File: src/hw/rtl/dr_pkg.sv
`default_nettype none
package dr_pkg;

    // Roll magnitude and divisor width, and the serial step counter
    localparam int MAG_W  = 16;
    localparam int DIV_W  = MAG_W + 1;
    localparam int STEP_W = $clog2(MAG_W + 1);

    // Dice count limit and the width of the roll counter
    localparam int MAX_DICE = 15;
    localparam int CNT_W    = $clog2(MAX_DICE + 1);

    // Opcodes
    localparam logic [2:0] OP_ROLL     = 3'd0;
    localparam logic [2:0] OP_INTERVAL = 3'd1;
    localparam logic [2:0] OP_DICE     = 3'd2;
    localparam logic [2:0] OP_TEMPLATE = 3'd3;
    localparam logic [2:0] OP_RESEED   = 3'd4;

    // Template side codes and the faces they stand for
    localparam logic [3:0] SIDE_CODE_D6  = 4'd1;
    localparam logic [3:0] SIDE_CODE_D20 = 4'd2;
    localparam logic [3:0] SIDE_CODE_D3  = 4'd3;
    localparam logic [DIV_W-1:0] FACES_D6  = DIV_W'(6);
    localparam logic [DIV_W-1:0] FACES_D20 = DIV_W'(20);
    localparam logic [DIV_W-1:0] FACES_D3  = DIV_W'(3);
    localparam logic [DIV_W-1:0] FACES_D4  = DIV_W'(4);

    typedef struct packed {
        logic             start;
        logic [MAG_W-1:0] dividend;
        logic [DIV_W-1:0] divisor;
    } dr_mod_req_t;

    typedef struct packed {
        logic             done;
        logic [MAG_W-1:0] rem;
    } dr_mod_resp_t;

    typedef struct packed {
        logic             mix_we;
        logic [MAG_W-1:0] mix_value;
        logic             load;
        logic [MAG_W-1:0] load_value;
        logic             advance;
    } dr_seed_ctl_t;

endpackage
`default_nettype wire

File: src/hw/rtl/dr_mod.sv
`default_nettype none
// Restoring remainder, one dividend bit per cycle
module dr_mod (
    input  wire logic                 aclk,
    input  wire logic                 aresetn,
    input  wire dr_pkg::dr_mod_req_t  req,
    output dr_pkg::dr_mod_resp_t      resp
);
    import dr_pkg::*;

    logic [MAG_W-1:0]  rem_reg, rem_next;
    logic [MAG_W-1:0]  quo_reg, quo_next;
    logic [DIV_W-1:0]  div_reg, div_next;
    logic [STEP_W-1:0] cnt_reg, cnt_next;
    logic              busy_reg, busy_next;
    logic              done_reg, done_next;
    logic [DIV_W-1:0]  trial;

    always_comb begin
        trial     = {rem_reg, quo_reg[MAG_W-1]};
        rem_next  = rem_reg;
        quo_next  = quo_reg;
        div_next  = div_reg;
        cnt_next  = cnt_reg;
        busy_next = busy_reg;
        done_next = 1'b0;
        if (req.start) begin
            rem_next  = '0;
            quo_next  = req.dividend;
            div_next  = req.divisor;
            cnt_next  = STEP_W'(MAG_W);
            busy_next = 1'b1;
        end else if (busy_reg) begin
            // shift in the next bit, subtract when it fits
            if (trial >= div_reg) begin
                rem_next = MAG_W'(trial - div_reg);
            end else begin
                rem_next = MAG_W'(trial);
            end
            quo_next = {quo_reg[MAG_W-2:0], 1'b0};
            cnt_next = cnt_reg - STEP_W'(1);
            if (cnt_reg == STEP_W'(1)) begin
                busy_next = 1'b0;
                done_next = 1'b1;
            end
        end
    end

    always_ff @(posedge aclk) begin
        rem_reg <= rem_next;
        quo_reg <= quo_next;
        div_reg <= div_next;
        cnt_reg <= cnt_next;
        if (!aresetn) begin
            busy_reg <= 1'b0;
            done_reg <= 1'b0;
        end else begin
            busy_reg <= busy_next;
            done_reg <= done_next;
        end
    end

    assign resp.done = done_reg;
    assign resp.rem  = rem_reg;

endmodule
`default_nettype wire

File: src/hw/rtl/dr_seed.sv
`default_nettype none
// Seed and mixing word, with the roll magnitude formed from both
module dr_seed (
    input  wire logic                  aclk,
    input  wire logic                  aresetn,
    input  wire dr_pkg::dr_seed_ctl_t  ctl,
    output logic [dr_pkg::MAG_W-1:0]   mag
);
    import dr_pkg::*;

    logic [MAG_W-1:0] seed_reg, seed_next;
    logic [MAG_W-1:0] mix_reg, mix_next;

    function automatic logic [MAG_W-1:0] roll_mag(input logic [MAG_W-1:0] s,
                                                 input logic [MAG_W-1:0] m);
        logic [MAG_W-1:0] x;
        logic [MAG_W-1:0] r;
        x = s ^ m;
        r = {x[MAG_W-3:0], x[MAG_W-1:MAG_W-2]};
        r = r + m;
        x = r ^ s;
        r = {x[MAG_W-4:0], x[MAG_W-1:MAG_W-3]};
        // magnitude of r read as signed; the most negative code maps to itself
        if (r[MAG_W-1]) begin
            r = ~r + MAG_W'(1);
        end
        return r;
    endfunction

    assign mag = roll_mag(seed_reg, mix_reg);

    always_comb begin
        seed_next = seed_reg;
        mix_next  = mix_reg;
        if (ctl.mix_we) begin
            mix_next = ctl.mix_value;
        end
        if (ctl.load) begin
            seed_next = ctl.load_value;
        end else if (ctl.advance) begin
            seed_next = mag + MAG_W'(1);
        end
    end

    always_ff @(posedge aclk) begin
        if (!aresetn) begin
            seed_reg <= '0;
            mix_reg  <= '0;
        end else begin
            seed_reg <= seed_next;
            mix_reg  <= mix_next;
        end
    end

endmodule
`default_nettype wire

File: src/hw/rtl/dice_roll_prng_engine.sv
// Channel  | Direction | Handshake          | Contents
// ---------+-----------+--------------------+-----------------------------------
// s_       | in        | s_tvalid/s_tready  | one command item (opcode + operands)
// m_       | out       | m_tvalid/m_tready  | one result item per command
// cfg_     | in        | cfg_valid/cfg_ready| seed_mix write
//
// Rolls: a command makes up to MAX_DICE rolls; each roll with a nonzero
// divisor is set by the 16-step bit-serial remainder unit, a zero-divisor
// roll skips it.
// Reset: aresetn is synchronous, active low; clears seed, seed_mix and all
// handshake state.
// Stalls: a result waits in the output register; the next command is taken
// meanwhile, and the engine holds at its last step until the register frees.
`default_nettype none
module dice_roll_prng_engine (
    input  wire logic        aclk,
    input  wire logic        aresetn,
    // command channel
    input  wire logic        s_tvalid,
    output logic             s_tready,
    input  wire logic [71:0] s_tdata,  // dice_count[3:0], sides[18:4], bound_low[34:19],
                                       // bound_high[50:35], word[66:51], zero[71:67]
    input  wire logic [2:0]  s_tuser,  // opcode[2:0]
    // result channel
    output logic             m_tvalid,
    input  wire logic        m_tready,
    output logic [15:0]      m_tdata,  // value[15:0]
    // configuration write
    input  wire logic        cfg_valid,
    output logic             cfg_ready,
    input  wire logic [15:0] cfg_data  // seed_mix[15:0]
);
    import dr_pkg::*;

    localparam logic [1:0] ST_IDLE = 2'd0;
    localparam logic [1:0] ST_ROLL = 2'd1;
    localparam logic [1:0] ST_DIV  = 2'd2;
    localparam logic [1:0] ST_FIN  = 2'd3;

    // unpack the command item
    logic [2:0]        in_opcode;
    logic [3:0]        in_dice_count;
    logic [14:0]       in_sides;
    logic [15:0]       in_bound_low;
    logic [15:0]       in_bound_high;
    logic [15:0]       in_word;

    assign in_opcode     = s_tuser;
    assign in_dice_count = s_tdata[3:0];
    assign in_sides      = s_tdata[18:4];
    assign in_bound_low  = s_tdata[34:19];
    assign in_bound_high = s_tdata[50:35];
    assign in_word       = s_tdata[66:51];

    logic [1:0]        state_reg, state_next;
    logic [CNT_W-1:0]  rolls_reg, rolls_next;
    logic [DIV_W-1:0]  div_reg, div_next;
    logic [MAG_W-1:0]  off_reg, off_next;
    logic [MAG_W-1:0]  sum_reg, sum_next;
    logic              m_tvalid_reg, m_tvalid_next;
    logic [MAG_W-1:0]  m_tdata_reg, m_tdata_next;

    logic              accept;
    logic [DIV_W:0]    span;
    logic [DIV_W-1:0]  span_mag;
    logic [DIV_W-1:0]  tmpl_faces;
    logic [MAG_W-1:0]  mag;

    dr_mod_req_t       mod_req;
    dr_mod_resp_t      mod_resp;
    dr_seed_ctl_t      seed_ctl;

    // clamp a dice count to the limit
    function automatic logic [CNT_W-1:0] clamp_count(input logic [3:0] n);
        logic [8:0] wide;
        wide = {5'd0, n};
        if (wide > 9'(MAX_DICE)) begin
            return CNT_W'(MAX_DICE);
        end
        return CNT_W'(n);
    endfunction

    assign accept    = s_tvalid && s_tready;
    assign s_tready  = (state_reg == ST_IDLE);
    assign cfg_ready = 1'b1;
    assign m_tvalid  = m_tvalid_reg;
    assign m_tdata   = m_tdata_reg;

    // exact interval span hi - lo + 1 and its magnitude
    assign span     = {{2{in_bound_high[15]}}, in_bound_high}
                    - {{2{in_bound_low[15]}}, in_bound_low} + (DIV_W + 1)'(1);
    assign span_mag = span[DIV_W] ? DIV_W'(-span) : span[DIV_W-1:0];

    always_comb begin
        unique case (in_word[11:8])
            SIDE_CODE_D6:  tmpl_faces = FACES_D6;
            SIDE_CODE_D20: tmpl_faces = FACES_D20;
            SIDE_CODE_D3:  tmpl_faces = FACES_D3;
            default:       tmpl_faces = FACES_D4;
        endcase
    end

    always_comb begin
        state_next    = state_reg;
        rolls_next    = rolls_reg;
        div_next      = div_reg;
        off_next      = off_reg;
        sum_next      = sum_reg;
        m_tdata_next  = m_tdata_reg;
        // drop the result once taken
        m_tvalid_next = m_tvalid_reg && !m_tready;

        mod_req.start    = 1'b0;
        mod_req.dividend = mag;
        mod_req.divisor  = div_reg;

        seed_ctl.mix_we     = cfg_valid;
        seed_ctl.mix_value  = cfg_data;
        seed_ctl.load       = 1'b0;
        seed_ctl.load_value = in_word;
        seed_ctl.advance    = 1'b0;

        unique case (state_reg)
            ST_IDLE: begin
                if (accept) begin
                    // every command becomes: sum of rolls plus an offset
                    sum_next   = '0;
                    state_next = ST_ROLL;
                    rolls_next = '0;
                    div_next   = '0;
                    off_next   = '0;
                    unique case (in_opcode)
                        OP_ROLL: begin
                            rolls_next = CNT_W'(1);
                            div_next   = {2'b00, in_sides};
                        end
                        OP_INTERVAL: begin
                            rolls_next = CNT_W'(1);
                            div_next   = span_mag;
                            off_next   = in_bound_low - MAG_W'(1);
                        end
                        OP_DICE: begin
                            rolls_next = clamp_count(in_dice_count);
                            div_next   = {2'b00, in_sides};
                            off_next   = in_bound_low;
                        end
                        OP_TEMPLATE: begin
                            rolls_next = clamp_count(in_word[15:12]);
                            div_next   = tmpl_faces;
                            off_next   = {{8{in_word[7]}}, in_word[7:0]};
                        end
                        OP_RESEED: begin
                            seed_ctl.load = 1'b1;
                        end
                        default: begin
                        end
                    endcase
                end
            end
            ST_ROLL: begin
                if (rolls_reg == '0) begin
                    state_next = ST_FIN;
                end else if (div_reg == '0) begin
                    // zero divisor: the roll adds nothing, seed holds
                    rolls_next = rolls_reg - CNT_W'(1);
                end else begin
                    // advance the seed and hand the magnitude to the divider
                    seed_ctl.advance = 1'b1;
                    mod_req.start    = 1'b1;
                    state_next       = ST_DIV;
                end
            end
            ST_DIV: begin
                if (mod_resp.done) begin
                    sum_next   = sum_reg + mod_resp.rem + MAG_W'(1);
                    rolls_next = rolls_reg - CNT_W'(1);
                    state_next = ST_ROLL;
                end
            end
            ST_FIN: begin
                // hold until the output register is free
                if (!m_tvalid_reg || m_tready) begin
                    m_tdata_next  = sum_reg + off_reg;
                    m_tvalid_next = 1'b1;
                    state_next    = ST_IDLE;
                end
            end
            default: begin
                state_next = ST_IDLE;
            end
        endcase
    end

    always_ff @(posedge aclk) begin
        rolls_reg   <= rolls_next;
        div_reg     <= div_next;
        off_reg     <= off_next;
        sum_reg     <= sum_next;
        m_tdata_reg <= m_tdata_next;
        if (!aresetn) begin
            state_reg    <= ST_IDLE;
            m_tvalid_reg <= 1'b0;
        end else begin
            state_reg    <= state_next;
            m_tvalid_reg <= m_tvalid_next;
        end
    end

    dr_seed u_seed (
        .aclk    (aclk),
        .aresetn (aresetn),
        .ctl     (seed_ctl),
        .mag     (mag)
    );

    dr_mod u_mod (
        .aclk    (aclk),
        .aresetn (aresetn),
        .req     (mod_req),
        .resp    (mod_resp)
    );

endmodule
`default_nettype wire

File: config.mk
export PLATFORM = sky130hd
export DESIGN_NAME = dice_roll_prng_engine
export DESIGN_NICKNAME = d
export VERILOG_FILES = /design/src/hw/rtl/dr_pkg.sv /design/src/hw/rtl/dr_mod.sv /design/src/hw/rtl/dr_seed.sv /design/src/hw/rtl/dice_roll_prng_engine.sv
export SDC_FILE = /design/constraint.sdc
export NUM_CORES = 1
export LEC_CHECK = 0
export BUFFER_PORTS_ARGS = -buffer_cell sky130_fd_sc_hd__buf_2
export CORE_MARGIN = 2
export CORE_UTILIZATION = 50
export DETAILED_ROUTE_END_ITERATION = 8
export HOLD_SLACK_MARGIN = 0.1
export PLACE_DENSITY = 0.72
export SLEW_MARGIN = 20
export SYNTH_ARGS = -nofsm -noshare
export SYNTH_HDL_FRONTEND = slang
export SYNTH_SLANG_ARGS = --single-unit
File: constraint.sdc
create_clock -name aclk -period 4.2 [get_ports aclk]
set_input_delay 0.42 -clock aclk [delete_from_list [all_inputs] [get_ports aclk]]
set_output_delay 0.42 -clock aclk [all_outputs]
set_load 0.05 [all_outputs]
==> results.sh <==
export IMPL_pwr_share_comb_pct=63.4
export IMPL_nFillCells=2026
export IMPL_finalMaxSlewViolations=0
export IMPL_nets=1727
export IMPL_synth_adder_area_share_pct=11.9
export IMPL_cts_max_level=4
export IMPL_synth_fp_nets=1556
export IMPL_dr_total_vias=10600
export IMPL_power_per_cell_area_nw_per_um2=849
export IMPL_synth_mux_area_share_pct=2.77
export IMPL_detailed_router_iteration_count_before_antenna_repair=5
export IMPL_worstPathCellList="xor2_2, ha_1, a211oi_4, o211ai_2, a2111o_1, nand2_2, xor2_4, ha_2, buf_4, clkinvlp_4, buf_4, a21oi_1, o21ai_1, or3_4, nor4_4, xnor2_1, o22ai_1"
export IMPL_final_period_utilization_pct=97.3
export IMPL_dominant_combinational_cell_family_by_area_after_synthesis="compound AO/OA/AOI/OAI gates"
export IMPL_setup_worst_path_start_class="flip-flop"
export IMPL_clock_power_share_pct=12.4
export IMPL_achievable_frequency_mhz=245
export IMPL_gp_routability_congestion=0.912
export IMPL_netSwitchingFraction_pct=45.7
export IMPL_vias_in_the_first_global_route=9834
export IMPL_post_synth_cell_area_avg_um2=8.91
export IMPL_numCtsBuffers=17
export IMPL_worstSetupPathType="flip-flop to flip-flop"
export IMPL_internal_power_mw=6.56
export IMPL_fin_total_pwr_mw=12.1
export IMPL_whs_path_depth=3
export IMPL_dieArea_um2=25300
export IMPL_die_y_um=159
export IMPL_compound_cell_area_share_of_the_yosys_netlist_pct=19.0
export IMPL_remaining_drc_errors=0
export IMPL_clk_transition_reported_paths_ns=0.07
export IMPL_grt_start_max_net_pins=49
export IMPL_layout_common_cells="nor2_1 (128), nand2_1 (123), buf_2 (108)"
export IMPL_edff_count_synth=102
export IMPL_cts_tree="built"
export IMPL_ioPinCount=115
export IMPL_maximum_root_to_sink_buffer_count=2
export IMPL_final_hold_worst_slack_ns=0.221
export IMPL_yosysWarningCount=0
export IMPL_critical_path_max_stage_delay_ns=0.43
export IMPL_hold_violations=0
export IMPL_clk_root_buffer_cell="clkbuf_16"
export IMPL_synth_cell_area_um2=12000
export IMPL_postRouteAntennaNets=0
export IMPL_post_synth_xor_area_fraction_pct=9.83
export IMPL_regToRegStartpoint="u_seed.seed_reg[15]"
export IMPL_timing_critical_path_to_type="flip-flop"
export IMPL_critPathSlowestCell="a2111o_1"
export IMPL_worstRegToRegCells=17
export IMPL_dp_worst_setup_slack_ns=-0.171
export IMPL_cts_hold_repair_buffers=0
export IMPL_cp_max_fo=5
export IMPL_dieWidth_um=159
export IMPL_grt_ovfl_total=0
export IMPL_floorplan_core_area_um2=23500
export IMPL_place_detailed_hpwl_um=23900
export IMPL_critical_path_arrival_ns=4.36
export IMPL_synth_simple_gate_area_share_pct=16.9
export IMPL_switchingPower_mw=5.53
export IMPL_io_buffer_count=108
export IMPL_layout_commonest_cell="nor2_1"
export IMPL_route_detailed_wl_per_inst_um=16.7
export IMPL_worstPathRequired_ns=4.48
export IMPL_insertedDiodeCount=0
export IMPL_number_of_storage_elements_in_the_synthesis_netlist=160
export IMPL_instances_no_fill=1852
export IMPL_cts_sinks=160
export IMPL_dominantRegCellSynth="edfxtp_1"
export IMPL_setup_violations_final=0
export IMPL_initial_core_util_pct=51.1
export IMPL_status="finished, final reports clean"
export IMPL_postLayoutSetupSlackWorst_ns=0.112
export IMPL_synth_async_sr_flop_share_pct=0
export IMPL_timing_worst_slew_pin_value_ns=1.01
export IMPL_wire_length_of_the_first_global_routing_pass_um=49000
export IMPL_drive_above_1_share_pct=18.7
export IMPL_hold_path_class="input port to flip-flop"
export IMPL_fin_worst_skew_ns=0.0147
export IMPL_unrepaired_setup_endpoints_after_global_routing="yes"
export IMPL_tns_ns=0
export IMPL_crit_start="u_seed.seed_reg[15]"
export IMPL_dr_first_iter_drc_count=828
export IMPL_layout_area_overhead_vs_synth_pct=18.4
export IMPL_slew_limit_headroom_pct=32.5
export IMPL_place_inst=1818
export IMPL_cpMostUsedCell="buf_4"
export IMPL_period_minus_slack_ns=4.09
export IMPL_hold_path_startpoint="cfg_data[7]"
export IMPL_placement_rows=56
export IMPL_globalRouteTotalUtil_pct=23.7
export IMPL_antenna_violations_before_repair=0
export IMPL_share_seq_of_total_power_pct=24.2
export IMPL_maxCapViolations=0
export IMPL_postRouteWirelength_um=31000
export IMPL_post_drt_via_cell_ratio=5.70
export IMPL_netlist_cell_type_count=87
export IMPL_power_leakage_nw=6.16
export IMPL_worst_skew_pair_late_latency_ns=0.43
export IMPL_ir_worst_vdd_v=0.000433
export IMPL_synth_sequential_area_ratio_pct=35.1
export IMPL_post_synthesis_cell_count=1349
==> synth_stat cells (10+ instances only) <==
| master | instances | area (µm²) |
|---|---|---|
| nor3_1 | 36 | 180 |
| a31oi_1 | 26 | 163 |
| nor2b_1 | 13 | 81.3 |
| xnor2_1 | 70 | 613 |
| ha_1 | 106 | 1330 |
| nand2_1 | 123 | 462 |
| dfxtp_1 | 58 | 1160 |
| inv_1 | 97 | 364 |
| and3_1 | 15 | 93.8 |
| edfxtp_1 | 102 | 3060 |
| a211oi_1 | 18 | 135 |
| a21o_1 | 17 | 128 |
| a21oi_1 | 80 | 400 |
| nand4_1 | 11 | 68.8 |
| nor4_1 | 10 | 62.6 |
| nand2b_1 | 16 | 100 |
| o21ai_0 | 91 | 455 |
| nor2_1 | 128 | 480 |
| xor2_1 | 56 | 490 |
| clkbuf_1 | 34 | 128 |
| mux2i_1 | 31 | 310 |
| nand3_1 | 27 | 135 |
==> stage by stage <==
stage / util [%] / area [µm²]
after floorplan: - / 12000
after CTS: 59.5 / 14000
after detailed placement: 57.0 / 13400
after global placement: 57.0 / 13400
final: 60.5 / 14200
after global routing: 60.5 / 14200
==> path summary, 6_finish.rpt <==
kind / endpoint / slack [ns]
max reg2reg: u_seed.seed_reg[14] / 0.11
min reg2reg: u_mod.div_reg[12] / 0.45
max: u_seed.seed_reg[14] / 0.11
min: u_seed.mix_reg[7] / 0.22
==> metal layers <==
metal	global-route usage [%]	part of all wire, %
met5	0	0
met4	7.85	2.4
met3	3.15	6.1
met2	39.1	46
met1	32.4	45
==> logic make-up (layout without fill, tap and decap cells) <==
family,Yosys count,count (layout)
fa+ha+maj,111,111
compound gates,347,347
buf+inv,140,324
mux,33,33
xor+xnor,129,129
simple gates,428,428
flops,160,160
other cells,1,1
==> worst max-delay path: cells and delay by family (launching register included) <==
kind | cells | cell delay (ns)
xor gates and xnor gates | 3 | 0.53
DFF | 1 | 0.42
buffers and inverters | 3 | 0.50
AOI/OAI and AO/OA | 6 | 1.29
adders and majority gates | 2 | 0.51
and+or+nand+nor | 3 | 0.69
==> power groups by stage <==
stage | Combinational (mW) | Sequential [mW] | Clock, mW
floorplan | 5.09 | 2.88 | 0
global placement | 6.97 | 2.92 | 0
detailed placement | 7.12 | 2.93 | 0
CTS | 7.19 | 2.91 | 1.52
global route | 8.43 | 2.99 | 1.58
finish | 7.66 | 2.93 | 1.50
==> layout make-up <==
class | count | area (µm²) | area share, %
Clock buffer | 17 | 425 | 2.99
Sequential cell | 160 | 4230 | 29.7
Inverter | 100 | 382 | 2.68
Tap cell | 319 | 399 | 2.80
Multi-Input combinational cell | 1049 | 7480 | 52.6
Timing Repair Buffer | 192 | 1170 | 8.25
Clock inverter | 15 | 135 | 0.949
==> what timing repair did <==
item,in CTS,in global routing
gates resized for setup,7,39
setup endpoints to repair,12,12
pin swaps,1,11
setup buffers,0,2
No activity file was read; power rests on OpenSTA's default activity.
